File: config.mk
export PLATFORM = sky130hd
export DESIGN_NAME = multipart_boundary_splitter
export DESIGN_NICKNAME = d
export VERILOG_FILES = /design/src/rtl/mbs_pkg.sv /design/src/rtl/multipart_boundary_splitter.sv
export SDC_FILE = /design/constraint.sdc
export NUM_CORES = 1
export LEC_CHECK = 0
export BUFFER_PORTS_ARGS = -buffer_cell sky130_fd_sc_hd__buf_4
export CELL_PAD_IN_SITES_DETAIL_PLACEMENT = 0
export CELL_PAD_IN_SITES_GLOBAL_PLACEMENT = 1
export CORE_MARGIN = 4
export CORE_UTILIZATION = 40
export CTS_BUF_LIST = sky130_fd_sc_hd__clkbuf_4
export CTS_CLUSTER_DIAMETER = 100
export DETAILED_ROUTE_END_ITERATION = 8
export PLACE_DENSITY = 0.75
export SLEW_MARGIN = 40
export SYNTH_ARGS = -nofsm -noshare
export SYNTH_HDL_FRONTEND = slang
export SYNTH_SLANG_ARGS = --single-unit
File: constraint.sdc
create_clock -name aclk -period 12.33 [get_ports aclk]
set_input_delay 2.466 -clock aclk [delete_from_list [all_inputs] [get_ports aclk]]
set_output_delay 2.466 -clock aclk [all_outputs]
set_load 0.02 [all_outputs]
File: src/rtl/mbs_pkg.sv
// Package for the multipart boundary splitter: types, constants and symbol helpers.
package mbs_pkg;

    localparam int MAX_BOUNDARY = 56;

    localparam logic [7:0] CH_CR   = 8'h0D;
    localparam logic [7:0] CH_LF   = 8'h0A;
    localparam logic [7:0] CH_DASH = 8'h2D;
    localparam logic [31:0] HDR_END = 32'h0D0A_0D0A;

    localparam logic [1:0] MODE_OPEN   = 2'd0;
    localparam logic [1:0] MODE_HEADER = 2'd1;
    localparam logic [1:0] MODE_BODY   = 2'd2;
    localparam logic [1:0] MODE_DONE   = 2'd3;

    localparam logic [2:0] KIND_PART_START = 3'd0;
    localparam logic [2:0] KIND_HDR_BYTE   = 3'd1;
    localparam logic [2:0] KIND_HDR_END    = 3'd2;
    localparam logic [2:0] KIND_BODY_BYTE  = 3'd3;
    localparam logic [2:0] KIND_PART_END   = 3'd4;
    localparam logic [2:0] KIND_COMPLETE   = 3'd5;

    localparam logic ACT_WRITE_BOUNDARY = 1'b0;
    localparam logic ACT_STREAM_BYTE    = 1'b1;

    localparam logic REG_BOUNDARY_LEN = 1'b0;

    typedef logic [6:0] idx_t;

    typedef struct packed {
        logic       action;
        logic [7:0] byte_value;
        logic [5:0] boundary_index;
        logic       chunk_last;
    } in_t;

    typedef struct packed {
        logic [2:0] kind;
        logic [7:0] out_byte;
        logic       last;
    } out_t;

    // Where one pattern symbol comes from: a constant byte or a boundary store entry.
    typedef struct packed {
        logic       st;
        logic [7:0] cb;
        logic [5:0] si;
    } src_t;

    typedef enum logic [3:0] {
        ST_IDLE,
        ST_LOOK,
        ST_CHK,
        ST_FB_INIT,
        ST_FB_ADDR,
        ST_FB_CMP,
        ST_FB_DONE,
        ST_EM_ADDR,
        ST_EM_PUT,
        ST_PUT1,
        ST_PUT2
    } state_t;

    function automatic src_t store_src(idx_t i);
        src_t r;
        r.st = (i < idx_t'(MAX_BOUNDARY));
        r.cb = 8'h00;
        r.si = r.st ? i[5:0] : 6'd0;
        return r;
    endfunction

    // Symbol i of the opening line or of the body delimiter.
    function automatic src_t sym_src(logic opening, idx_t i, idx_t b);
        src_t r;
        r = '{st: 1'b0, cb: 8'h00, si: 6'd0};
        if (opening) begin
            if (i < idx_t'(2)) r.cb = CH_DASH;
            else if (i < b + idx_t'(2)) r = store_src(i - idx_t'(2));
            else if (i == b + idx_t'(2)) r.cb = CH_CR;
            else r.cb = CH_LF;
        end else begin
            if (i == idx_t'(0)) r.cb = CH_CR;
            else if (i == idx_t'(1)) r.cb = CH_LF;
            else if (i < idx_t'(4)) r.cb = CH_DASH;
            else r = store_src(i - idx_t'(4));
        end
        return r;
    endfunction

endpackage

File: src/rtl/multipart_boundary_splitter.sv
// Multipart boundary splitter: byte-serial parser with a shared compare sequencer.
// One request is taken at a time. A boundary write, the first suffix byte after a full
// delimiter and a byte after the stream has completed are handled in the idle state. A byte
// that extends a match passes through a store lookup and a compare (ST_LOOK, ST_CHK), and
// also an output put when it completes the opening line. A header byte is put out in ST_PUT1,
// followed by ST_PUT2 when it ends the headers, and a confirmed delimiter uses both. A failed
// match runs a prefix fallback search through one shared byte comparator, each compare
// being a registered store read, then the compare, over the pattern (the boundary plus
// four symbols); each released body byte then takes an address step and a put. Each result
// leaves through a single output register, so every result can wait further on m_ready.
module multipart_boundary_splitter (
    input  logic                aclk,
    input  logic                aresetn,
    input  logic                s_valid,
    output logic                s_ready,
    input  mbs_pkg::in_t        s_data,
    output logic                m_valid,
    input  logic                m_ready,
    output mbs_pkg::out_t       m_data,
    input  logic                psel,
    input  logic                penable,
    input  logic                pwrite,
    input  logic                paddr,
    input  logic [31:0]         pwdata,
    output logic [31:0]         prdata,
    output logic                pready
);

    mbs_pkg::state_t state_reg, state_next;
    logic [1:0]  mode_reg, mode_next;
    logic [5:0]  m_reg, m_next;
    logic        suf_v_reg, suf_v_next;
    logic [7:0]  suf_b_reg, suf_b_next;
    logic [31:0] ht_reg, ht_next;
    logic [5:0]  blen_reg;
    logic [7:0]  c_reg, c_next;
    mbs_pkg::idx_t m0_reg, m0_next, n_reg, n_next, k_reg, k_next, j_reg, j_next;
    logic [7:0]  e0_reg, e0_next, e1_reg, e1_next;
    logic [2:0]  p1_kind_reg, p1_kind_next, p2_kind_reg, p2_kind_next;
    logic [7:0]  p1_byte_reg, p1_byte_next;
    logic        p2_has_reg, p2_has_next;
    logic        m_valid_reg, m_valid_next;
    mbs_pkg::out_t m_data_reg, m_data_next;

    logic [7:0]  store_mem [mbs_pkg::MAX_BOUNDARY];
    logic [7:0]  rd_a_reg, rd_b_reg;
    logic        a_st_reg, b_st_reg;
    logic [7:0]  a_cb_reg, b_cb_reg;
    mbs_pkg::src_t src_a, src_b;

    mbs_pkg::idx_t b_eff, total, a_idx, k_init;
    mbs_pkg::idx_t m_ext;
    logic        opening, cfg_wr, s_acc, slot_free;
    logic [7:0]  byte_a, byte_b;
    logic [31:0] ht_shift;

    assign pready  = 1'b1;
    assign prdata  = {26'd0, blen_reg};
    assign cfg_wr  = psel && penable && pwrite && (paddr == mbs_pkg::REG_BOUNDARY_LEN);
    assign s_ready = (state_reg == mbs_pkg::ST_IDLE);
    assign s_acc   = s_valid && s_ready;
    assign m_valid = m_valid_reg;
    assign m_data  = m_data_reg;
    assign slot_free = !m_valid_reg || m_ready;

    assign b_eff = (blen_reg == 6'd0) ? mbs_pkg::idx_t'(1) :
                   (blen_reg > 6'(mbs_pkg::MAX_BOUNDARY)) ? mbs_pkg::idx_t'(mbs_pkg::MAX_BOUNDARY) :
                   mbs_pkg::idx_t'(blen_reg);
    assign total   = b_eff + mbs_pkg::idx_t'(4);
    assign opening = (mode_reg == mbs_pkg::MODE_OPEN);
    assign m_ext   = mbs_pkg::idx_t'(m_reg);
    assign k_init  = ((n_reg - mbs_pkg::idx_t'(1)) > total) ? total : (n_reg - mbs_pkg::idx_t'(1));
    assign byte_a  = a_st_reg ? rd_a_reg : a_cb_reg;
    assign byte_b  = b_st_reg ? rd_b_reg : b_cb_reg;
    assign ht_shift = {ht_reg[23:0], s_data.byte_value};

    // Port A reads the held stream sequence (or the pattern when looking up one symbol),
    // port B the pattern symbol it is compared against. While a released byte waits for the
    // output slot, port A keeps reading the same entry.
    always_comb begin
        priority if (state_reg == mbs_pkg::ST_LOOK) begin
            a_idx = m_ext;
        end else if (state_reg == mbs_pkg::ST_EM_ADDR || state_reg == mbs_pkg::ST_EM_PUT) begin
            a_idx = j_reg;
        end else begin
            a_idx = n_reg - k_reg + j_reg;
        end
        if (state_reg == mbs_pkg::ST_LOOK || a_idx < m0_reg) begin
            src_a = mbs_pkg::sym_src(opening, a_idx, b_eff);
        end else begin
            src_a = '{st: 1'b0, cb: (a_idx == m0_reg) ? e0_reg : e1_reg, si: 6'd0};
        end
        src_b = mbs_pkg::sym_src(opening, j_reg, b_eff);
    end

    always_ff @(posedge aclk) begin
        if (s_acc && s_data.action == mbs_pkg::ACT_WRITE_BOUNDARY &&
            s_data.boundary_index < 6'(mbs_pkg::MAX_BOUNDARY)) begin
            store_mem[s_data.boundary_index] <= s_data.byte_value;
        end
        rd_a_reg <= store_mem[src_a.si];
        rd_b_reg <= store_mem[src_b.si];
        a_st_reg <= src_a.st;
        a_cb_reg <= src_a.cb;
        b_st_reg <= src_b.st;
        b_cb_reg <= src_b.cb;
    end

    always_comb begin
        state_next   = state_reg;
        mode_next    = mode_reg;
        m_next       = m_reg;
        suf_v_next   = suf_v_reg;
        suf_b_next   = suf_b_reg;
        ht_next      = ht_reg;
        c_next       = c_reg;
        m0_next      = m0_reg;
        n_next       = n_reg;
        k_next       = k_reg;
        j_next       = j_reg;
        e0_next      = e0_reg;
        e1_next      = e1_reg;
        p1_kind_next = p1_kind_reg;
        p1_byte_next = p1_byte_reg;
        p2_kind_next = p2_kind_reg;
        p2_has_next  = p2_has_reg;
        m_valid_next = m_valid_reg && !m_ready;
        m_data_next  = m_data_reg;

        unique case (state_reg)
            mbs_pkg::ST_IDLE: begin
                if (s_acc && s_data.action == mbs_pkg::ACT_STREAM_BYTE) begin
                    c_next = s_data.byte_value;
                    unique case (mode_reg)
                        mbs_pkg::MODE_OPEN: begin
                            if (m_ext >= total) m_next = 6'd0;
                            state_next = mbs_pkg::ST_LOOK;
                        end
                        mbs_pkg::MODE_HEADER: begin
                            p1_kind_next = mbs_pkg::KIND_HDR_BYTE;
                            p1_byte_next = s_data.byte_value;
                            p2_kind_next = mbs_pkg::KIND_HDR_END;
                            state_next   = mbs_pkg::ST_PUT1;
                            if (ht_shift == mbs_pkg::HDR_END) begin
                                p2_has_next = 1'b1;
                                mode_next   = mbs_pkg::MODE_BODY;
                                m_next      = 6'd0;
                                suf_v_next  = 1'b0;
                                ht_next     = 32'd0;
                            end else begin
                                p2_has_next = 1'b0;
                                ht_next     = ht_shift;
                            end
                        end
                        mbs_pkg::MODE_BODY: begin
                            if (m_ext > total) begin
                                m_next     = 6'd0;
                                suf_v_next = 1'b0;
                                state_next = mbs_pkg::ST_LOOK;
                            end else if (m_ext < total) begin
                                state_next = mbs_pkg::ST_LOOK;
                            end else if (!suf_v_reg) begin
                                suf_v_next = 1'b1;
                                suf_b_next = s_data.byte_value;
                            end else if ((suf_b_reg == mbs_pkg::CH_DASH &&
                                          s_data.byte_value == mbs_pkg::CH_DASH) ||
                                         (suf_b_reg == mbs_pkg::CH_CR &&
                                          s_data.byte_value == mbs_pkg::CH_LF)) begin
                                p1_kind_next = mbs_pkg::KIND_PART_END;
                                p1_byte_next = 8'd0;
                                p2_has_next  = 1'b1;
                                m_next       = 6'd0;
                                suf_v_next   = 1'b0;
                                state_next   = mbs_pkg::ST_PUT1;
                                if (suf_b_reg == mbs_pkg::CH_DASH) begin
                                    p2_kind_next = mbs_pkg::KIND_COMPLETE;
                                    mode_next    = mbs_pkg::MODE_DONE;
                                end else begin
                                    p2_kind_next = mbs_pkg::KIND_PART_START;
                                    mode_next    = mbs_pkg::MODE_HEADER;
                                    ht_next      = 32'd0;
                                end
                            end else begin
                                // Whole delimiter plus both suffix bytes fall back.
                                m0_next    = total;
                                e0_next    = suf_b_reg;
                                e1_next    = s_data.byte_value;
                                n_next     = total + mbs_pkg::idx_t'(2);
                                state_next = mbs_pkg::ST_FB_INIT;
                            end
                        end
                        default: ;
                    endcase
                end
            end
            mbs_pkg::ST_LOOK: begin
                state_next = mbs_pkg::ST_CHK;
            end
            mbs_pkg::ST_CHK: begin
                if (byte_a == c_reg) begin
                    if (opening) begin
                        if (m_ext + mbs_pkg::idx_t'(1) == total) begin
                            p1_kind_next = mbs_pkg::KIND_PART_START;
                            p1_byte_next = 8'd0;
                            p2_has_next  = 1'b0;
                            mode_next    = mbs_pkg::MODE_HEADER;
                            ht_next      = 32'd0;
                            m_next       = 6'd0;
                            state_next   = mbs_pkg::ST_PUT1;
                        end else begin
                            m_next     = m_reg + 6'd1;
                            state_next = mbs_pkg::ST_IDLE;
                        end
                    end else begin
                        m_next     = m_reg + 6'd1;
                        suf_v_next = 1'b0;
                        state_next = mbs_pkg::ST_IDLE;
                    end
                end else begin
                    m0_next    = m_ext;
                    e0_next    = c_reg;
                    e1_next    = c_reg;
                    n_next     = m_ext + mbs_pkg::idx_t'(1);
                    state_next = mbs_pkg::ST_FB_INIT;
                end
            end
            mbs_pkg::ST_FB_INIT: begin
                k_next     = k_init;
                j_next     = '0;
                state_next = (k_init == '0) ? mbs_pkg::ST_FB_DONE : mbs_pkg::ST_FB_ADDR;
            end
            mbs_pkg::ST_FB_ADDR: begin
                state_next = mbs_pkg::ST_FB_CMP;
            end
            mbs_pkg::ST_FB_CMP: begin
                if (byte_a != byte_b) begin
                    k_next     = k_reg - mbs_pkg::idx_t'(1);
                    j_next     = '0;
                    state_next = (k_reg == mbs_pkg::idx_t'(1)) ? mbs_pkg::ST_FB_DONE
                                                               : mbs_pkg::ST_FB_ADDR;
                end else if (j_reg + mbs_pkg::idx_t'(1) == k_reg) begin
                    state_next = mbs_pkg::ST_FB_DONE;
                end else begin
                    j_next     = j_reg + mbs_pkg::idx_t'(1);
                    state_next = mbs_pkg::ST_FB_ADDR;
                end
            end
            mbs_pkg::ST_FB_DONE: begin
                if (opening) begin
                    m_next     = k_reg[5:0];
                    state_next = mbs_pkg::ST_IDLE;
                end else begin
                    j_next     = '0;
                    state_next = mbs_pkg::ST_EM_ADDR;
                end
            end
            mbs_pkg::ST_EM_ADDR: begin
                state_next = mbs_pkg::ST_EM_PUT;
            end
            mbs_pkg::ST_EM_PUT: begin
                if (slot_free) begin
                    m_valid_next = 1'b1;
                    m_data_next  = '{kind: mbs_pkg::KIND_BODY_BYTE, out_byte: byte_a,
                                     last: (j_reg + k_reg + mbs_pkg::idx_t'(1) == n_reg)};
                    if (j_reg + k_reg + mbs_pkg::idx_t'(1) == n_reg) begin
                        m_next     = k_reg[5:0];
                        suf_v_next = 1'b0;
                        state_next = mbs_pkg::ST_IDLE;
                    end else begin
                        j_next     = j_reg + mbs_pkg::idx_t'(1);
                        state_next = mbs_pkg::ST_EM_ADDR;
                    end
                end
            end
            mbs_pkg::ST_PUT1: begin
                if (slot_free) begin
                    m_valid_next = 1'b1;
                    m_data_next  = '{kind: p1_kind_reg, out_byte: p1_byte_reg,
                                     last: !p2_has_reg};
                    state_next   = p2_has_reg ? mbs_pkg::ST_PUT2 : mbs_pkg::ST_IDLE;
                end
            end
            mbs_pkg::ST_PUT2: begin
                if (slot_free) begin
                    m_valid_next = 1'b1;
                    m_data_next  = '{kind: p2_kind_reg, out_byte: 8'd0, last: 1'b1};
                    state_next   = mbs_pkg::ST_IDLE;
                end
            end
            default: state_next = mbs_pkg::ST_IDLE;
        endcase

        // A length write drops any partial match.
        if (cfg_wr) begin
            m_next     = 6'd0;
            suf_v_next = 1'b0;
        end
    end

    always_ff @(posedge aclk) begin
        if (!aresetn) begin
            state_reg   <= mbs_pkg::ST_IDLE;
            mode_reg    <= mbs_pkg::MODE_OPEN;
            m_reg       <= 6'd0;
            suf_v_reg   <= 1'b0;
            ht_reg      <= 32'd0;
            blen_reg    <= 6'd1;
            m_valid_reg <= 1'b0;
        end else begin
            state_reg   <= state_next;
            mode_reg    <= mode_next;
            m_reg       <= m_next;
            suf_v_reg   <= suf_v_next;
            ht_reg      <= ht_next;
            m_valid_reg <= m_valid_next;
            if (cfg_wr) blen_reg <= pwdata[5:0];
        end
    end

    always_ff @(posedge aclk) begin
        suf_b_reg   <= suf_b_next;
        c_reg       <= c_next;
        m0_reg      <= m0_next;
        n_reg       <= n_next;
        k_reg       <= k_next;
        j_reg       <= j_next;
        e0_reg      <= e0_next;
        e1_reg      <= e1_next;
        p1_kind_reg <= p1_kind_next;
        p1_byte_reg <= p1_byte_next;
        p2_kind_reg <= p2_kind_next;
        p2_has_reg  <= p2_has_next;
        m_data_reg  <= m_data_next;
    end

endmodule
### Word-level counts from Yosys, hierarchy flattened

Memories as Yosys holds them, arrays and structs flattened. A register that Yosys moved wholly into a read port is not among the register bits.
Index checks and enable logic that the tools add are counted.

| storage, ports and cells | value |
|---|---|
| flip-flop bits (word level) | 149 |
| word-level logic and storage cells | 378 |
| RAM bits | 448 |
| memories kept | 1 |

| cells by class | value |
|---|---|
| multiplexer cells | 202 |
| reductions and logical operators | 45 |
| equality and inequality tests | 65 |
| $lt $le $gt $ge | 17 |
| bitwise operators | 6 |
| add/subtract/negate cells | 16 |

Memory list:

| name | words | bits a word | rd ports | clocked after memory_dff | write ports | RTL line | RTL |
|---|---|---|---|---|---|---|---|
| store_mem | 56 | 8 | 2 | 2 | 1 | multipart_boundary_splitter.sv:45 | `logic [7:0] store_mem [mbs_pkg::MAX_BOUNDARY];` |

Operators by type and width:

| operator | number |
|---|---|
| two-way mux 24 bit | 10 |
| two-way mux 8 bit | 28 |
| two-way mux 6 bit | 35 |
| two-way mux 7 bit | 23 |
| case mux 24 bit (2 select lines) | 2 |
| case mux 8 bit (2 select lines) | 4 |
| two-way mux 3 bit | 17 |
| two-way mux 4 bit | 12 |
| case mux 4 bit (11 select lines) | 1 |
| equality test 7 bit | 6 |
| case mux 7 bit (2 select lines) | 3 |
| inequality test 2 bit, second input constant | 19 |
| two-way mux 12 bit | 3 |
| case mux 12 bit (3 select lines) | 1 |
| two-way mux 1 bit | 33 |
| equality test 32 x 28 -> 1 bit, second input constant | 1 |
| two-way mux 15 bit | 2 |
| < comparator 7 x 6 -> 1 bit, second input constant | 4 |
| two-way mux 2 bit | 14 |
| case mux 7 bit (4 select lines) | 1 |
| case mux 6 bit (4 select lines) | 1 |
| AND reduction 11 bit | 2 |
| equality test 7 x 1 -> 1 bit, second input constant | 3 |
| zero test 7 bit | 3 |
| other kinds (65) | 123 |

### Logic depth before layout (Yosys ltp)

| depth | value |
|---|---|
| depth after elaboration | 12 |
| gate-level depth with buffers | 28 |

### Least setup slack after synthesis

OpenSTA, ideal clock, no wires.

| timing | value |
|---|---|
| kind | reg-to-reg |
| from | register j_reg[3] |
| to | register rd_a_reg[2] (read register of store_mem) |
| arrival | 5837 ps |
| path buffers | 5 |
| path slack | 6398 ps |
| cell stages (with the launch flop) | 28 |
| path through | edfxtp_1 -> clkbuf_1 -> inv_1 -> fa_1 -> inv_1 -> ha_1 -> nor2_1 -> a21oi_1 -> nor2_1 -> o311ai_2 -> nand2_1 -> inv_1 -> ha_1 -> a21o_1 -> a21o_1 -> a211oi_1 -> nand2_1 -> or4_1 -> buf_4 -> a21o_1 -> buf_6 -> buf_6 -> buf_6 -> mux2i_1 -> mux2_2 -> a221oi_1 -> nor4_1 -> a221oi_1 |

| between the ends | value |
|---|---|
| word-level cells in the longest chain between the ends | 11 |
| elaborated cells on any way between the ends | 23 |
| those cells by class | add/sub (3); order compare (6); eq/ne (1); mux (11); reduce/logical (2) |

RTL lines:

| element | RTL line | RTL |
|---|---|---|
| from (decl) | multipart_boundary_splitter.sv:37 | `mbs_pkg::idx_t m0_reg, m0_next, n_reg, n_next, k_reg, k_next, j_reg, j_next;` |
| from (signal assigned) | multipart_boundary_splitter.sv:326 | `j_reg <= j_next;` |
| adder 7 bit | multipart_boundary_splitter.sv:86 | `a_idx = n_reg - k_reg + j_reg;` |
| two-way mux 7 bit * | multipart_boundary_splitter.sv:83 | `end else if (state_reg == mbs_pkg::ST_EM_ADDR \|\| state_reg == mbs_pkg::ST_EM_PUT) begin` |
| two-way mux 7 bit * | multipart_boundary_splitter.sv:81 | `priority if (state_reg == mbs_pkg::ST_LOOK) begin` |
| subtractor 7 x 3 -> 7 bit | mbs_pkg.sv:85 | `else r = store_src(i - idx_t'(4));` |
| < comparator 7 x 6 -> 1 bit | mbs_pkg.sv:66 | `r.st = (i < idx_t'(MAX_BOUNDARY));` |
| two-way mux 6 bit | mbs_pkg.sv:68 | `r.si = r.st ? i[5:0] : 6'd0;` |
| two-way mux 6 bit | mbs_pkg.sv:84 | `else if (i < idx_t'(4)) r.cb = CH_DASH;` |
| two-way mux 6 bit | mbs_pkg.sv:83 | `else if (i == idx_t'(1)) r.cb = CH_LF;` |
| two-way mux 6 bit | mbs_pkg.sv:82 | `if (i == idx_t'(0)) r.cb = CH_CR;` |
| two-way mux 15 bit | mbs_pkg.sv:76 | `if (opening) begin` |
| two-way mux 14 bit * | multipart_boundary_splitter.sv:88 | `if (state_reg == mbs_pkg::ST_LOOK \|\| a_idx < m0_reg) begin` |
| to (decl) | multipart_boundary_splitter.sv:46 | `logic [7:0] rd_a_reg, rd_b_reg;` |

Every way passes the cells marked *; elsewhere a longest branch is shown, timed or not.
A chain may end at the register's enable or synchronous reset.

### Worst setup path in the final report

| timing | value |
|---|---|
| from | register j_reg[0] |
| to | register rd_a_reg[7] (read register of store_mem) |

Same word-level chain as after synthesis.

==> results.md <==
- The flow ran to the end, and the final reports show no timing, DRC or antenna violations.
- CTS built an H-tree with a depth of 4.
- The routed via count is 23100.
- Setup violations remaining at the end of the flow were counted as 0.
- The total die area is 0.0856 mm2.
- The share of the clock period used by the worst path is 67.7%.
- The setup fix buffers added after clock tree synthesis is 0.
- The worst setup path startpoint is j_reg[0].
- The finished cells cover 0.0357 mm2.
- Using the TritonRoute via totals, the vias-per-cell ratio works out to 5.91.
- The synthesis-to-layout area growth is 10.3%.
- The setup TNS is 0 ns.
- The static leakage power is 0.0129 uW.
- In this run, the clock network consumes 34.1% of the power.
- The top-level I/O count is 103.
- For this design the ratio of total power to cell area is 144 mW/mm2.
- In the layout the commonest cells are edfxtp_1 (533), nand2_1 (369), clkbuf_4 (226).
- The worst hold-check path type is reg2reg.
- Data on the critical path is required at its endpoint by 13.15 ns.
- Leaving out filler cells and counting taps, the final layout contains 3915.
- The clock latency of the later-clocked register in the worst-skew pair is 1.02 ns.
- The number of flip-flops in the largest register is 448.
- Total power for the finished layout comes to 5160 uW.
- The number of antenna violations at the first check in global routing is 4.
- For this run, the leading register cell type out of synthesis is edfxtp_1.
- The placed wire-length estimate after detailed placement is 62700 um.
- The end point of the critical path is rd_a_reg[7].
- The number of different library cells used by synthesis comes to 99.
- The switching share of power is 31.2%.
- The number of enable flip-flop cells after synthesis is 533.
- The clock drives 607 sinks.
- The flop and latch count out of synthesis is 607.
- The number of instances in the placed design is 3641.
- The initial core utilization is 40.3%.
- Clock skew on the completed layout was measured at 0.0813 ns.
- The number of placement rows is 104.
- The switching power total is 1610 uW.
- The placed cell area is 0.0337 mm2.
- Of all flip-flops after synthesis, the portion carrying an async set or reset was 0%.
- The number of global-route vias before repair is 23200.
- The total of max-cap violations is 0.
- The largest net degree at the start of global routing is 113.
- The power share of the sequential group is 45.1%.
- The layout has 7390 filler cells.
- In this run the critical register-to-register path is captured at rd_a_reg[7].
- The total count of hold-check failures in the final report came to 0.
- The post-layout net count is 2874.
- Headroom to the max-slew limit came out at 36.6%.
- The average wire per standard cell is 24.7 um.
- The number of instances in the synthesized netlist is 2655.
- In this run the critical register-to-register path is launched from j_reg[0].
- Clock-pin slew was measured on the worst setup and hold paths at 0.06 ns.
- The mapped netlist covers 0.0324 mm2.
- The slew at the pin with the worst max-slew slack is 0.948 ns.
- The register-to-register path setup slack is 3.98 ns.
- The total congestion overflow is 0.
- The highest cell delay on the worst timing path is 0.98 ns.
- The detailed router finished its first iteration with 2855 violations.
- The final weighted congestion in routability-driven placement is 0.872.
- A synthesized cell averages 12.2 um2.
- Derived from the worst setup path, the maximum achievable clock frequency is 120 MHz.
- For this run, the number of Yosys warnings is 0.
- The fraction of layout cells with a size suffix above 1 is 19.5%.
- The cell chosen for the clock root is clkbuf_4.
- The clock tree from TritonCTS is done.
- The share of synthesized area occupied by flip-flops and latches is 54.0%.
- The number of hold buffers added after CTS was 0.
- In the global route stage, overall resource usage came out at 22.2%.
- On the critical path, the stage with the largest delay is an instance of or4_2.
- The setup path with the least slack is of type reg2reg.
- The count of nets left with antenna violations once routing finished came out at 0.
- The die is 293 um wide.
- The maximum number of buffers from clock root to sink is 3.
- The global-route wire length before repair is 144000 um.
- The max-slew violation count is 0.
- The worst endpoint data arrival time is 9.18 ns.
- The die extent in y is 293 um.
- The number of input and output port buffers inserted is 48.
- The residual DRC count is 0.
- The number of gates resized after CTS was 0.
- Summing all multi-input logic gate instances after layout gives 0.0140 mm2.
- Setup repair after global routing left no endpoint under its margin.
- The first detailed-routing pass ran for 6 iterations.
- The startpoint kind of the worst setup timing path is a register.
- The capturing element type of the critical path is a register.
- The sequential cell area is 0.0175 mm2.
- Leaving out fill and tap cells, the most frequent cell in the layout is edfxtp_1.
- The area of the core is 0.0804 mm2.
- The maximum VDD drop is 114 uV.
- The internal portion of the total power is 3550 uW.
- The largest fanout of any net on the critical path is 46.
- The number of buffers created by CTS is 158.
- Combinational cells account for 20.9% of the total power.
- The post-layout minimum cycle time is 8.35 ns.
- Summed over all layers, the routed wires come to 96800 um.
- In this run the most critical hold path is launched from ht_reg[17].
- The depth of the most critical reg-to-reg path is 26.
==> layer usage <==
metal	share of wire, %	vias up	global-route usage (%)
li1	-	10300	-
met1	41	11500	29.3
met2	47	1122	36.0
met3	8.2	221	4.54
met4	3.8	2	8.99
met5	0.018	-	0
==> synthesized netlist by cell type, types with 9 or more instances <==
cell	n	area share [%]
buf_6	17	0.59
a31oi_1	36	0.70
buf_1	19	0.22
nand2b_1	15	0.29
nor2_1	167	1.9
ha_1	69	2.7
inv_1	56	0.65
a22oi_1	13	0.30
nand3_1	89	1.4
o21ai_0	58	0.90
nor2b_1	22	0.42
xnor2_1	45	1.2
mux4_2	112	7.8
a21o_1	18	0.42
nand4_1	20	0.39
and3_1	22	0.42
a21oi_1	129	2.0
mux2_2	24	0.83
buf_2	24	0.37
edfxtp_1	533	49
o211ai_1	14	0.32
o22ai_1	21	0.41
nand3b_1	10	0.23
a211oi_1	52	1.2
xor2_1	27	0.73
dfxtp_1	74	4.6
o221ai_1	16	0.43
and2_1	29	0.56
clkbuf_1	83	0.96
nor3_1	29	0.45
or3_1	11	0.21
a311oi_1	9	0.24
nor4_1	10	0.19
mux2i_1	207	6.4
buf_4	41	0.95
nand2_1	370	4.3
a21boi_0	26	0.60
==> stage by stage <==
stage,worst slack (ns),hold WS [ns],util (%)
after CTS,4.01,0.470,44.4
after global placement,3.95,0.449,41.7
after floorplan,6.40,0.436,-
after global routing,3.46,0.491,44.5
after detailed placement,4.07,0.461,41.9
final,3.98,0.466,44.5
==> worst min-delay path by stage <==
stage	to	cells after the start	slack (ns)
after global routing	ht_reg[16]	2	0.49
after global placement	ht_reg[21]	2	0.45
after detailed placement	ht_reg[19]	2	0.46
after floorplan	ht_reg[16]	2	0.44
after CTS	ht_reg[19]	2	0.47
final	ht_reg[17]	2	0.47
==> power groups by stage <==
stage | combinational, uW | clock, uW | sequential [uW]
2_1_floorplan | 735 | 0 | 2340
3_3_place_gp | 1030 | 0 | 2370
3_5_place_dp | 1060 | 0 | 2370
4_1_cts | 1060 | 1800 | 2320
5_1_grt | 1140 | 1920 | 2320
6_report | 1080 | 1760 | 2320
==> worst max-delay path, delay by kind of cell, from the launching register on <==
kind / cells / cell delay, ns
DFF: 1 / 0.58
buffers and inverters: 6 / 1.46
adders and majority gates: 4 / 1.33
and+or+nand+nor: 5 / 1.67
AOI/OAI and AO/OA: 8 / 2.34
muxes: 3 / 0.66
==> logic make-up after synthesis <==
kind of cell | after synthesis | share of synthesized area [%]
and+or+nand+nor | 835 | 11.9
muxes | 348 | 15.2
other | 2 | 0.0232
xor gates and xnor gates | 72 | 1.95
DFF | 607 | 54.0
adders and majority gates | 76 | 3.10
AOI/OAI and AO/OA | 471 | 10.1
buffers and inverters | 244 | 3.80
==> layout make-up <==
| type | count | area share (%) |
|---|---|---|
| Clock buffer | 226 | 4.75 |
| Antenna cell | 3 | 0.0210 |
| Sequential cell | 607 | 48.9 |
| Clock inverter | 44 | 0.788 |
| Tap cell | 1060 | 3.71 |
| Multi-Input combinational cell | 1829 | 39.1 |
| Timing Repair Buffer | 86 | 2.06 |
| Inverter | 60 | 0.637 |
Power figures use the tool's default switching activity.
